**src/hdl/lmrs_pkg.sv**
```systemverilog
// lmrs_pkg: shared types and constants for the led matrix row scanner
package lmrs_pkg;

   localparam int TYPE_W  = 2;
   localparam int COORD_W = 16;
   localparam int COLOR_W = 3;
   localparam int ROW_IDX_W = 4;
   localparam int MASK_W  = 8;

   localparam int RED_BIT   = 0;
   localparam int GREEN_BIT = 1;
   localparam int BLUE_BIT  = 2;

   typedef enum logic [TYPE_W-1:0] {
      REQ_DRAW  = 2'd0,
      REQ_CLEAR = 2'd1,
      REQ_SWAP  = 2'd2,
      REQ_SCAN  = 2'd3
   } req_kind_type;

   typedef enum logic [2:0] {
      ST_INIT,
      ST_IDLE,
      ST_DRAW_RD,
      ST_DRAW_WR,
      ST_CLEAR,
      ST_COPY,
      ST_SCAN_RD,
      ST_SCAN_OUT
   } state_type;

endpackage

```
**src/hdl/led_matrix_row_scanner_unit.sv**
```systemverilog
// led_matrix_row_scanner_unit: double-buffered led matrix store with row scan output
//
//   channel  direction  handshake                  payload
//   req      in         req_valid / req_stall      req_type, req_pix_x, req_pix_y, req_pix_color
//   rsp      out        rsp_valid / rsp_stall      rsp_row_index, rsp_red_cols,
//                                                  rsp_green_cols, rsp_blue_cols
//
// all work goes through one row-wide frame memory port pair (one read, one write a cycle).
// draw: accept, row read, row write; swap: sets a pending swap; clear: zeroes the back frame.
// scan tick: row read, output; when it swaps frames it first copies the new front row by row.
// after reset a sweep zeroes both frames row by row; req_stall is high meanwhile.
// a result waits in the output register; a following tick holds in its last step until it drains.
module led_matrix_row_scanner_unit #(
   parameter int COLS = 8,
   parameter int ROWS = 16
) (
   input  logic                                 clock,
   input  logic                                 reset,
   input  logic                                 req_valid,
   output logic                                 req_stall,
   input  logic [lmrs_pkg::TYPE_W-1:0]          req_type,
   input  logic signed [lmrs_pkg::COORD_W-1:0]  req_pix_x,
   input  logic signed [lmrs_pkg::COORD_W-1:0]  req_pix_y,
   input  logic [lmrs_pkg::COLOR_W-1:0]         req_pix_color,
   output logic                                 rsp_valid,
   input  logic                                 rsp_stall,
   output logic [lmrs_pkg::ROW_IDX_W-1:0]       rsp_row_index,
   output logic [lmrs_pkg::MASK_W-1:0]          rsp_red_cols,
   output logic [lmrs_pkg::MASK_W-1:0]          rsp_green_cols,
   output logic [lmrs_pkg::MASK_W-1:0]          rsp_blue_cols
);

   localparam int RW     = $clog2(ROWS);
   localparam int CW     = $clog2(ROWS + 1);
   localparam int XW     = (COLS > 1) ? $clog2(COLS) : 1;
   localparam int ADDR_W = RW + 1;
   localparam int WORD_W = COLS * lmrs_pkg::COLOR_W;
   localparam int DEPTH  = 2 ** ADDR_W;

   lmrs_pkg::state_type state_ff, state_in;

   logic [WORD_W-1:0] mem [DEPTH];
   logic [WORD_W-1:0] rd_data_ff;

   logic              back_ff, back_in;
   logic              pending_ff, pending_in;
   logic [RW-1:0]     scan_row_ff, scan_row_in;
   logic [CW-1:0]     cnt_ff, cnt_in;
   logic              init_frame_ff, init_frame_in;
   logic [RW-1:0]     draw_row_ff, draw_row_in;
   logic [XW-1:0]     draw_col_ff, draw_col_in;
   logic [lmrs_pkg::COLOR_W-1:0] draw_color_ff, draw_color_in;

   logic                          rsp_valid_ff, rsp_valid_in;
   logic [lmrs_pkg::ROW_IDX_W-1:0] row_index_ff, row_index_in;
   logic [lmrs_pkg::MASK_W-1:0]   red_ff, red_in;
   logic [lmrs_pkg::MASK_W-1:0]   green_ff, green_in;
   logic [lmrs_pkg::MASK_W-1:0]   blue_ff, blue_in;

   logic              accept;
   logic              in_frame;
   logic              last_row;
   logic              copy_done;
   logic              swap_now;
   logic              out_free;
   logic              rd_en;
   logic [ADDR_W-1:0] rd_addr;
   logic              wr_en;
   logic [ADDR_W-1:0] wr_addr;
   logic [WORD_W-1:0] wr_data;
   logic [WORD_W-1:0] draw_word;
   logic [CW-1:0]     cnt_prev;

   assign accept    = req_valid && !req_stall;
   assign in_frame  = !req_pix_x[lmrs_pkg::COORD_W-1] && !req_pix_y[lmrs_pkg::COORD_W-1]
                      && (req_pix_x < lmrs_pkg::COORD_W'(COLS))
                      && (req_pix_y < lmrs_pkg::COORD_W'(ROWS));
   assign last_row  = (cnt_ff == CW'(ROWS - 1));
   assign copy_done = (cnt_ff == CW'(ROWS));
   assign swap_now  = (scan_row_ff == '0) && pending_ff;
   assign out_free  = !rsp_valid_ff || !rsp_stall;
   assign cnt_prev  = cnt_ff - CW'(1);

   // next state
   always_comb begin
      state_in = state_ff;
      case (state_ff)
         lmrs_pkg::ST_INIT: begin
            if (last_row && init_frame_ff) begin
               state_in = lmrs_pkg::ST_IDLE;
            end
         end
         lmrs_pkg::ST_IDLE: begin
            if (accept) begin
               case (lmrs_pkg::req_kind_type'(req_type))
                  lmrs_pkg::REQ_DRAW: begin
                     if (in_frame) begin
                        state_in = lmrs_pkg::ST_DRAW_RD;
                     end
                  end
                  lmrs_pkg::REQ_CLEAR: state_in = lmrs_pkg::ST_CLEAR;
                  lmrs_pkg::REQ_SWAP:  state_in = lmrs_pkg::ST_IDLE;
                  lmrs_pkg::REQ_SCAN: begin
                     state_in = swap_now ? lmrs_pkg::ST_COPY : lmrs_pkg::ST_SCAN_RD;
                  end
                  default: state_in = lmrs_pkg::ST_IDLE;
               endcase
            end
         end
         lmrs_pkg::ST_DRAW_RD: state_in = lmrs_pkg::ST_DRAW_WR;
         lmrs_pkg::ST_DRAW_WR: state_in = lmrs_pkg::ST_IDLE;
         lmrs_pkg::ST_CLEAR: begin
            if (last_row) begin
               state_in = lmrs_pkg::ST_IDLE;
            end
         end
         lmrs_pkg::ST_COPY: begin
            if (copy_done) begin
               state_in = lmrs_pkg::ST_SCAN_RD;
            end
         end
         lmrs_pkg::ST_SCAN_RD: state_in = lmrs_pkg::ST_SCAN_OUT;
         lmrs_pkg::ST_SCAN_OUT: begin
            if (out_free) begin
               state_in = lmrs_pkg::ST_IDLE;
            end
         end
         default: state_in = lmrs_pkg::ST_INIT;
      endcase
   end

   // memory port controls
   always_comb begin
      req_stall = 1'b1;
      rd_en     = 1'b0;
      rd_addr   = {~back_ff, scan_row_ff};
      wr_en     = 1'b0;
      wr_addr   = {back_ff, cnt_ff[RW-1:0]};
      wr_data   = '0;
      case (state_ff)
         lmrs_pkg::ST_INIT: begin
            wr_en   = 1'b1;
            wr_addr = {init_frame_ff, cnt_ff[RW-1:0]};
         end
         lmrs_pkg::ST_IDLE: req_stall = 1'b0;
         lmrs_pkg::ST_DRAW_RD: begin
            rd_en   = 1'b1;
            rd_addr = {back_ff, draw_row_ff};
         end
         lmrs_pkg::ST_DRAW_WR: begin
            wr_en   = 1'b1;
            wr_addr = {back_ff, draw_row_ff};
            wr_data = draw_word;
         end
         lmrs_pkg::ST_CLEAR: wr_en = 1'b1;
         lmrs_pkg::ST_COPY: begin
            rd_en   = !copy_done;
            rd_addr = {~back_ff, cnt_ff[RW-1:0]};
            wr_en   = (cnt_ff != '0);
            wr_addr = {back_ff, cnt_prev[RW-1:0]};
            wr_data = rd_data_ff;
         end
         lmrs_pkg::ST_SCAN_RD: rd_en = 1'b1;
         lmrs_pkg::ST_SCAN_OUT: req_stall = 1'b1;
         default: req_stall = 1'b1;
      endcase
   end

   // pixel merge into the row word
   always_comb begin
      draw_word = rd_data_ff;
      for (int c = 0; c < COLS; c++) begin
         if (draw_col_ff == XW'(c)) begin
            draw_word[c*lmrs_pkg::COLOR_W +: lmrs_pkg::COLOR_W] = draw_color_ff;
         end
      end
   end

   // control and datapath registers
   always_comb begin
      back_in       = back_ff;
      pending_in    = pending_ff;
      scan_row_in   = scan_row_ff;
      cnt_in        = cnt_ff;
      init_frame_in = init_frame_ff;
      draw_row_in   = draw_row_ff;
      draw_col_in   = draw_col_ff;
      draw_color_in = draw_color_ff;
      rsp_valid_in  = rsp_valid_ff && rsp_stall;
      row_index_in  = row_index_ff;
      red_in        = red_ff;
      green_in      = green_ff;
      blue_in       = blue_ff;
      case (state_ff)
         lmrs_pkg::ST_INIT: begin
            if (last_row) begin
               cnt_in        = '0;
               init_frame_in = 1'b1;
            end else begin
               cnt_in = cnt_ff + CW'(1);
            end
         end
         lmrs_pkg::ST_IDLE: begin
            cnt_in        = '0;
            draw_row_in   = req_pix_y[RW-1:0];
            draw_col_in   = req_pix_x[XW-1:0];
            draw_color_in = req_pix_color;
            if (accept) begin
               case (lmrs_pkg::req_kind_type'(req_type))
                  lmrs_pkg::REQ_CLEAR: pending_in = 1'b1;
                  lmrs_pkg::REQ_SWAP:  pending_in = 1'b1;
                  lmrs_pkg::REQ_SCAN: begin
                     if (swap_now) begin
                        back_in    = ~back_ff;
                        pending_in = 1'b0;
                     end
                  end
                  default: pending_in = pending_ff;
               endcase
            end
         end
         lmrs_pkg::ST_CLEAR: cnt_in = cnt_ff + CW'(1);
         lmrs_pkg::ST_COPY:  cnt_in = cnt_ff + CW'(1);
         lmrs_pkg::ST_SCAN_OUT: begin
            if (out_free) begin
               rsp_valid_in = 1'b1;
               row_index_in = lmrs_pkg::ROW_IDX_W'(scan_row_ff);
               red_in       = '0;
               green_in     = '0;
               blue_in      = '0;
               for (int c = 0; c < lmrs_pkg::MASK_W; c++) begin
                  if (c < COLS) begin
                     red_in[c]   = rd_data_ff[c*lmrs_pkg::COLOR_W + lmrs_pkg::RED_BIT];
                     green_in[c] = rd_data_ff[c*lmrs_pkg::COLOR_W + lmrs_pkg::GREEN_BIT];
                     blue_in[c]  = rd_data_ff[c*lmrs_pkg::COLOR_W + lmrs_pkg::BLUE_BIT];
                  end
               end
               scan_row_in = (scan_row_ff == RW'(ROWS - 1)) ? '0 : scan_row_ff + RW'(1);
            end
         end
         default: cnt_in = cnt_ff;
      endcase
   end

   always_ff @(posedge clock) begin
      if (reset) begin
         state_ff      <= lmrs_pkg::ST_INIT;
         back_ff       <= 1'b0;
         pending_ff    <= 1'b0;
         scan_row_ff   <= '0;
         cnt_ff        <= '0;
         init_frame_ff <= 1'b0;
         rsp_valid_ff  <= 1'b0;
      end else begin
         state_ff      <= state_in;
         back_ff       <= back_in;
         pending_ff    <= pending_in;
         scan_row_ff   <= scan_row_in;
         cnt_ff        <= cnt_in;
         init_frame_ff <= init_frame_in;
         rsp_valid_ff  <= rsp_valid_in;
      end
   end

   always_ff @(posedge clock) begin
      draw_row_ff   <= draw_row_in;
      draw_col_ff   <= draw_col_in;
      draw_color_ff <= draw_color_in;
      row_index_ff  <= row_index_in;
      red_ff        <= red_in;
      green_ff      <= green_in;
      blue_ff       <= blue_in;
   end

   // frame memory, one row per word
   always_ff @(posedge clock) begin
      if (wr_en) begin
         mem[wr_addr] <= wr_data;
      end
      if (rd_en) begin
         rd_data_ff <= mem[rd_addr];
      end
   end

   assign rsp_valid      = rsp_valid_ff;
   assign rsp_row_index  = row_index_ff;
   assign rsp_red_cols   = red_ff;
   assign rsp_green_cols = green_ff;
   assign rsp_blue_cols  = blue_ff;

   a_swap_flips: assert property (@(posedge clock) disable iff (reset)
      (accept && req_type == lmrs_pkg::REQ_SCAN && swap_now)
      |=> (back_ff != $past(back_ff)) && !pending_ff)
      else $error("frame swap not taken on scan tick");

   a_row_range: assert property (@(posedge clock) disable iff (reset)
      scan_row_ff <= RW'(ROWS - 1))
      else $error("scan row out of range");

   a_copy_bound: assert property (@(posedge clock) disable iff (reset)
      state_ff == lmrs_pkg::ST_COPY |-> cnt_ff <= CW'(ROWS))
      else $error("copy counter overrun");

   a_rsp_source: assert property (@(posedge clock) disable iff (reset)
      $rose(rsp_valid_ff) |-> $past(state_ff) == lmrs_pkg::ST_SCAN_OUT)
      else $error("result raised outside scan output step");

endmodule
```
**config.mk**
```make
export PLATFORM = sky130hd
export DESIGN_NAME = led_matrix_row_scanner_unit
export DESIGN_NICKNAME = d
export VERILOG_FILES = /design/src/hdl/lmrs_pkg.sv /design/src/hdl/led_matrix_row_scanner_unit.sv
export SDC_FILE = /design/constraint.sdc
export NUM_CORES = 1
export LEC_CHECK = 0
export BUFFER_PORTS_ARGS = -buffer_cell sky130_fd_sc_hd__buf_2
export CAP_MARGIN = 20
export CORE_ASPECT_RATIO = 1.75
export CORE_UTILIZATION = 55
export CTS_CLUSTER_SIZE = 25
export DETAILED_ROUTE_END_ITERATION = 12
export GPL_TIMING_DRIVEN = 0
export MAX_ROUTING_LAYER = met4
export PLACE_DENSITY = 0.71
export SLEW_MARGIN = 25
export SYNTH_ARGS = -nofsm -noshare
export SYNTH_HDL_FRONTEND = slang
export SYNTH_SLANG_ARGS = --single-unit
```
**constraint.sdc**
```tcl
create_clock -name clock -period 9 [get_ports clock]
set_input_delay 0.45 -clock clock [delete_from_list [all_inputs] [get_ports clock]]
set_output_delay 0.45 -clock clock [all_outputs]
set_load 0.005 [all_outputs]
```
After elaboration in Yosys (flattened, before gate mapping)
Memory sizes are Yosys's and may differ from the RTL's. A register that Yosys moved wholly into a read port is not among the register bits.
Index checks and enable logic that the tools add are counted.
- register bits: 54
- bits in writable memories: 768
- bits of input ports: 41
- output and inout bits: 30
- logic and storage cells: 109
- memories kept: 1
- $add $sub $neg: 3
- $lt $le $gt $ge: 2
- equality and inequality tests: 27
- mux-type cells: 32
- bitwise gates (word level): 1
- reduce and logical (&&, ||, !) cells: 29
- memories (memory ; words ; width ; rd ports ; clocked after Yosys merged registers in ; write ports ; line ; source):
    mem ; 32 ; 24 ; 1 ; 1 ; 1 ; led_matrix_row_scanner_unit.sv:42 ; logic [WORD_W-1:0] mem [DEPTH];
- operator list (operator ; count):
    case mux 24 bit (2 select lines) ; 1
    two-way mux 3 bit ; 14
    case mux 5 bit (3 select lines) ; 2
    equality test 3 bit, second input constant ; 8
    case mux 3 bit (8 select lines) ; 1
    less-than comparator 16 x 5 -> 1 bit, second input constant ; 1
    less-than comparator 16 x 6 -> 1 bit, second input constant ; 1
    equality test 3 x 2 -> 1 bit, second input constant ; 4
    inequality test 2 bit, second input constant ; 6
    case mux 3 bit (4 select lines) ; 1
    case mux 5 bit (2 select lines) ; 1
    AND reduction 4 bit ; 2
    logical AND 1 bit ; 7
    equality test 3 x 1 -> 1 bit, second input constant ; 2
    zero test 3 bit ; 2
    two-way mux 1 bit ; 6
    case mux 1 bit (2 select lines) ; 3
    AND reduction 6 bit ; 1
    OR reduction 2 bit ; 3
    adder 5 x 1 -> 5 bit, second input constant ; 1
    equality test 5 x 4 -> 1 bit, second input constant ; 1
    equality test 5 bit, second input constant ; 1
    zero test 1 bit ; 5
    two-way mux 5 bit ; 1
    other kinds (17) ; 19

Longest topological paths before layout
- word-level depth: 8
- mapped depth: 13
- gate-level depth less buffers: 9

Worst setup path after synthesis
OpenSTA, ideal clock, no wires.
- path type: register to register
- start: register state_ff[0]
- end: register scan_row_ff[3]
- setup time: 0.071 ns
- arrival: 3.324 ns
- required time: 8.929 ns
- setup slack: 5.605 ns
- cell stages (with the launch flop): 9
- path buffers: 3
- period minus slack after synthesis: 3.395 ns
- cell sequence: dfxtp_1 -> buf_6 -> buf_2 -> buf_1 -> nand3_1 -> a21oi_1 -> nand2_1 -> or4_1 -> a21oi_1
- word-level cells in the longest chain between the ends: 2
- ends and longest elaborated chain (element ; line ; source):
    start, declared ; led_matrix_row_scanner_unit.sv:40 ; lmrs_pkg::state_type state_ff, state_in;
    start signal, assigned ; led_matrix_row_scanner_unit.sv:247 ; state_ff <= lmrs_pkg::ST_INIT;
    start signal, assigned ; led_matrix_row_scanner_unit.sv:255 ; state_ff <= state_in;
    equality test 3 bit ; led_matrix_row_scanner_unit.sv:194 ; case (state_ff)
    AND reduction 2 bit (no source line) ; n/a ;
    end signal, assigned ; led_matrix_row_scanner_unit.sv:258 ; scan_row_ff <= scan_row_in;
    end, declared ; led_matrix_row_scanner_unit.sv:47 ; logic [RW-1:0] scan_row_ff, scan_row_in;
No other way between the ends.
A chain may end at the register's enable or synchronous reset.

Final worst setup path
- start: register state_ff[1]
- end: register rd_data_ff[17] (read register of mem) (data pin)
- word-level cells in the longest chain between the ends: 3
- elaborated cells between the ends (all ways): 6
- classes of those cells: eq/ne (3); mux (2); reduce/logical (1)
- ends and longest elaborated chain (element ; line ; source):
    equality test 3 x 2 -> 1 bit or equality test 3 bit (tied branches) ; led_matrix_row_scanner_unit.sv:140 ; case (state_ff)
    OR reduction 2 bit (no source line) ; n/a ;
    case mux 1 bit (2 select lines) ; led_matrix_row_scanner_unit.sv:140 ;
    end, declared ; led_matrix_row_scanner_unit.sv:43 ; logic [WORD_W-1:0] rd_data_ff;
Several ways; a longest one is shown, not always the timed one.

==> impl_metrics.json <==
{
  "hp-class": "input port to flop",
  "cts-buffers-inserted": 73,
  "io_buffers": 70,
  "yosys_most_used_dff": "edfxtp_1",
  "die_y_um": 333,
  "clockBufferDepth": 3,
  "layout_commonest_cell": "edfxtp_1",
  "final_core_util": 0.645,
  "synth_seq_area_share": 0.734,
  "p_per_area_mw_per_mm2": 190,
  "initial_utilization": 0.554,
  "synthCells": 2462,
  "drt-pass1-iter-count": 8,
  "drive_above_1_share": 0.148,
  "reg2reg_setup_slack_ns": 4.69,
  "ys_seq_elements": 846,
  "final_area_mm2": 0.0400,
  "drt_iter0_markers": 2714,
  "path_class": "flop to flop",
  "vias": 23500,
  "io_pins": 71,
  "final-hold-violation-count": 0,
  "arrival_ns": 4.76,
  "gp_congestion": 1.11,
  "max_freq_ghz": 0.232,
  "rsz0062_at_grt": "no",
  "htree_levels": 3,
  "worstPathRequired_ns": 9.44,
  "cts_tree": "done",
  "antenna_found_initial": 0,
  "timing.final.crit_share": 0.479,
  "n_fill_cell": 4372,
  "final_cell_mix": "edfxtp_1 (830), nand2_1 (537), nand3_1 (200)",
  "stdcell_count": 3525,
  "vdd.ir_drop.worst_uv": 212,
  "power.total_mw": 7.59,
  "core_area_mm2": 0.0621,
  "finalMaxSlewViolations": 0,
  "clkLatencyLatePin_ns": 0.63,
  "yosysTopAreaCell": "edfxtp_1",
  "synth_area_per_cell_um2": 14.0,
  "pre_cts_ws_ns": 4.95,
  "synth_cell_types": 52,
  "tightest_slew_ns": 1.22,
  "grt_max_degree": 33,
  "dp_hpwl_um": 76200,
  "p_leak_nw": 12.0,
  "wl_per_cell_um": 30.4,
  "maxSlewHeadroom": 0.179,
  "setup_viol": 0,
  "dpl-instance-area_mm2": 0.0376,
  "via_per_inst": 6.66,
  "synth_area_mm2": 0.0344,
  "worst_slack_ns": 4.69,
  "place_inst": 3385,
  "area_delta_synth_final_pct": 16.3,
  "period_needed_ns": 4.31,
  "async_flop_share": 0,
  "nets": 2715,
  "dieArea_mm2": 0.0636,
  "status": "finished, final reports clean",
  "synth.yosys.warnings": 0,
  "syn-num-nets": 2510,
  "cts-root-buf": "clkbuf_16",
  "finalSetupTns_ns": 0,
  "overflow": 0,
  "final.setup_skew_ns": 0.0258,
  "synth.top_cell.area_share": 0.724,
  "grt.total_usage": 0.352,
  "fp.dieW_um": 191,
  "crit_path_start_kind": "flop",
  "timing.hold.ws_ns": 0.0175,
  "grt_pass1_wl_um": 154000,
  "grt_pass1_vias": 23300,
  "wl_um": 107000,
  "endpoint_kind": "flop",
  "post-cts-setup-buffers": 0,
  "synth-edff-count": 830,
  "antenna_left": 0,
  "cp_max_fo": 10,
  "synth_area_leaders": "edfxtp_1 (72%), nand2_1 (5.9%), nor4b_1 (3.7%), nand3_1 (2.9%), a2111oi_0 (2.4%)",
  "rows": 121,
  "drc": 0,
  "clk_pin_slew_ns": 0.07,
  "drv_cap": 0,
  "cts.sinks": 846
}
-- critical path: stages (launching register included) --
cell and delay, ns:
dfxtp_1 0.36, nor2b_1 0.15, buf_4 0.16, o311ai_1 0.48, buf_2 0.45, clkbuf_1 0.58, a2111oi_0 0.20, nor4_1 1.02
o32ai_1 0.47, a221oi_2 0.30
-- logic make-up after synthesis --
family,after synthesis,share of synthesized area
mux,6,0.00178
flops,846,0.734
buf+inv,209,0.0285
compound gates,312,0.0760
xor+xnor,6,0.00153
simple gates,1076,0.156
fa+ha+maj,7,0.00255
-- power breakdown --
group	internal (mW)	switching [mW]
clock	1.75	1.39
sequential	4.30	0.0110
combinational	0.0414	0.0892
-- synth_stat cells (18+ instances only) --
library cell and count:
a2111oi_0 96, a211oi_1 49, a221oi_2 18, a311oi_1 49, buf_2 70, clkbuf_1 108
edfxtp_1 830, nand2_1 537, nand3_1 200, nand4_1 49, nor2_1 63, nor4_1 30
nor4b_1 145, o21ai_0 32, o32ai_1 24
-- sequential cells by signal, summed over array words and instances, names as in the netlist --
register	flops
back_ff	1
cnt_ff	5
draw_col_ff	3
draw_color_ff	3
draw_row_ff	4
init_frame_ff	1
mem	768
pending_ff	1
rd_data_ff	24
rsp_blue_cols	8
rsp_green_cols	8
rsp_red_cols	8
rsp_row_index	4
rsp_valid	1
scan_row_ff	4
state_ff	3
-- path summary, 6_finish.rpt --
path	cells past startpoint	end	from
setup reg to reg	9	rd_data_ff[17]$_DFFE_PP_	state_ff[1]$_SDFFE_PP0P_
hold reg to reg	0	rsp_row_index[2]$_DFFE_PP_	scan_row_ff[2]$_SDFFE_PP0P_
setup / recovery	9	rd_data_ff[17]$_DFFE_PP_	state_ff[1]$_SDFFE_PP0P_
hold / removal	1	draw_color_ff[1]$_DFFE_PP_	req_pix_color[1]
-- layout make-up --
type / instances / area, um2 / area share
Tap cell: 799 / 1000 / 0.0250
Buffer: 199 / 943 / 0.0236
Multi-Input combinational cell: 1407 / 8680 / 0.217
Inverter: 10 / 37.5 / 0.000938
Clock inverter: 37 / 340 / 0.00851
Timing Repair Buffer: 130 / 1750 / 0.0438
Clock buffer: 95 / 2000 / 0.0501
Antenna cell: 2 / 5.00 / 0.000125
Sequential cell: 846 / 25200 / 0.631
-- routing by layer --
| layer | GRT usage | share of wire |
|---|---|---|
| met4 | 0.286 | 0.10 |
| met2 | 0.575 | 0.50 |
| met5 | - | 0 |
| met1 | 0.375 | 0.31 |
| met3 | 0.0541 | 0.085 |
-- timing repair --
item,in CTS,in global routing
gates resized for setup,0,0
hold buffers,6,0
hold endpoints to repair,6,0
Note: power is estimated with default switching activity, not from simulation.
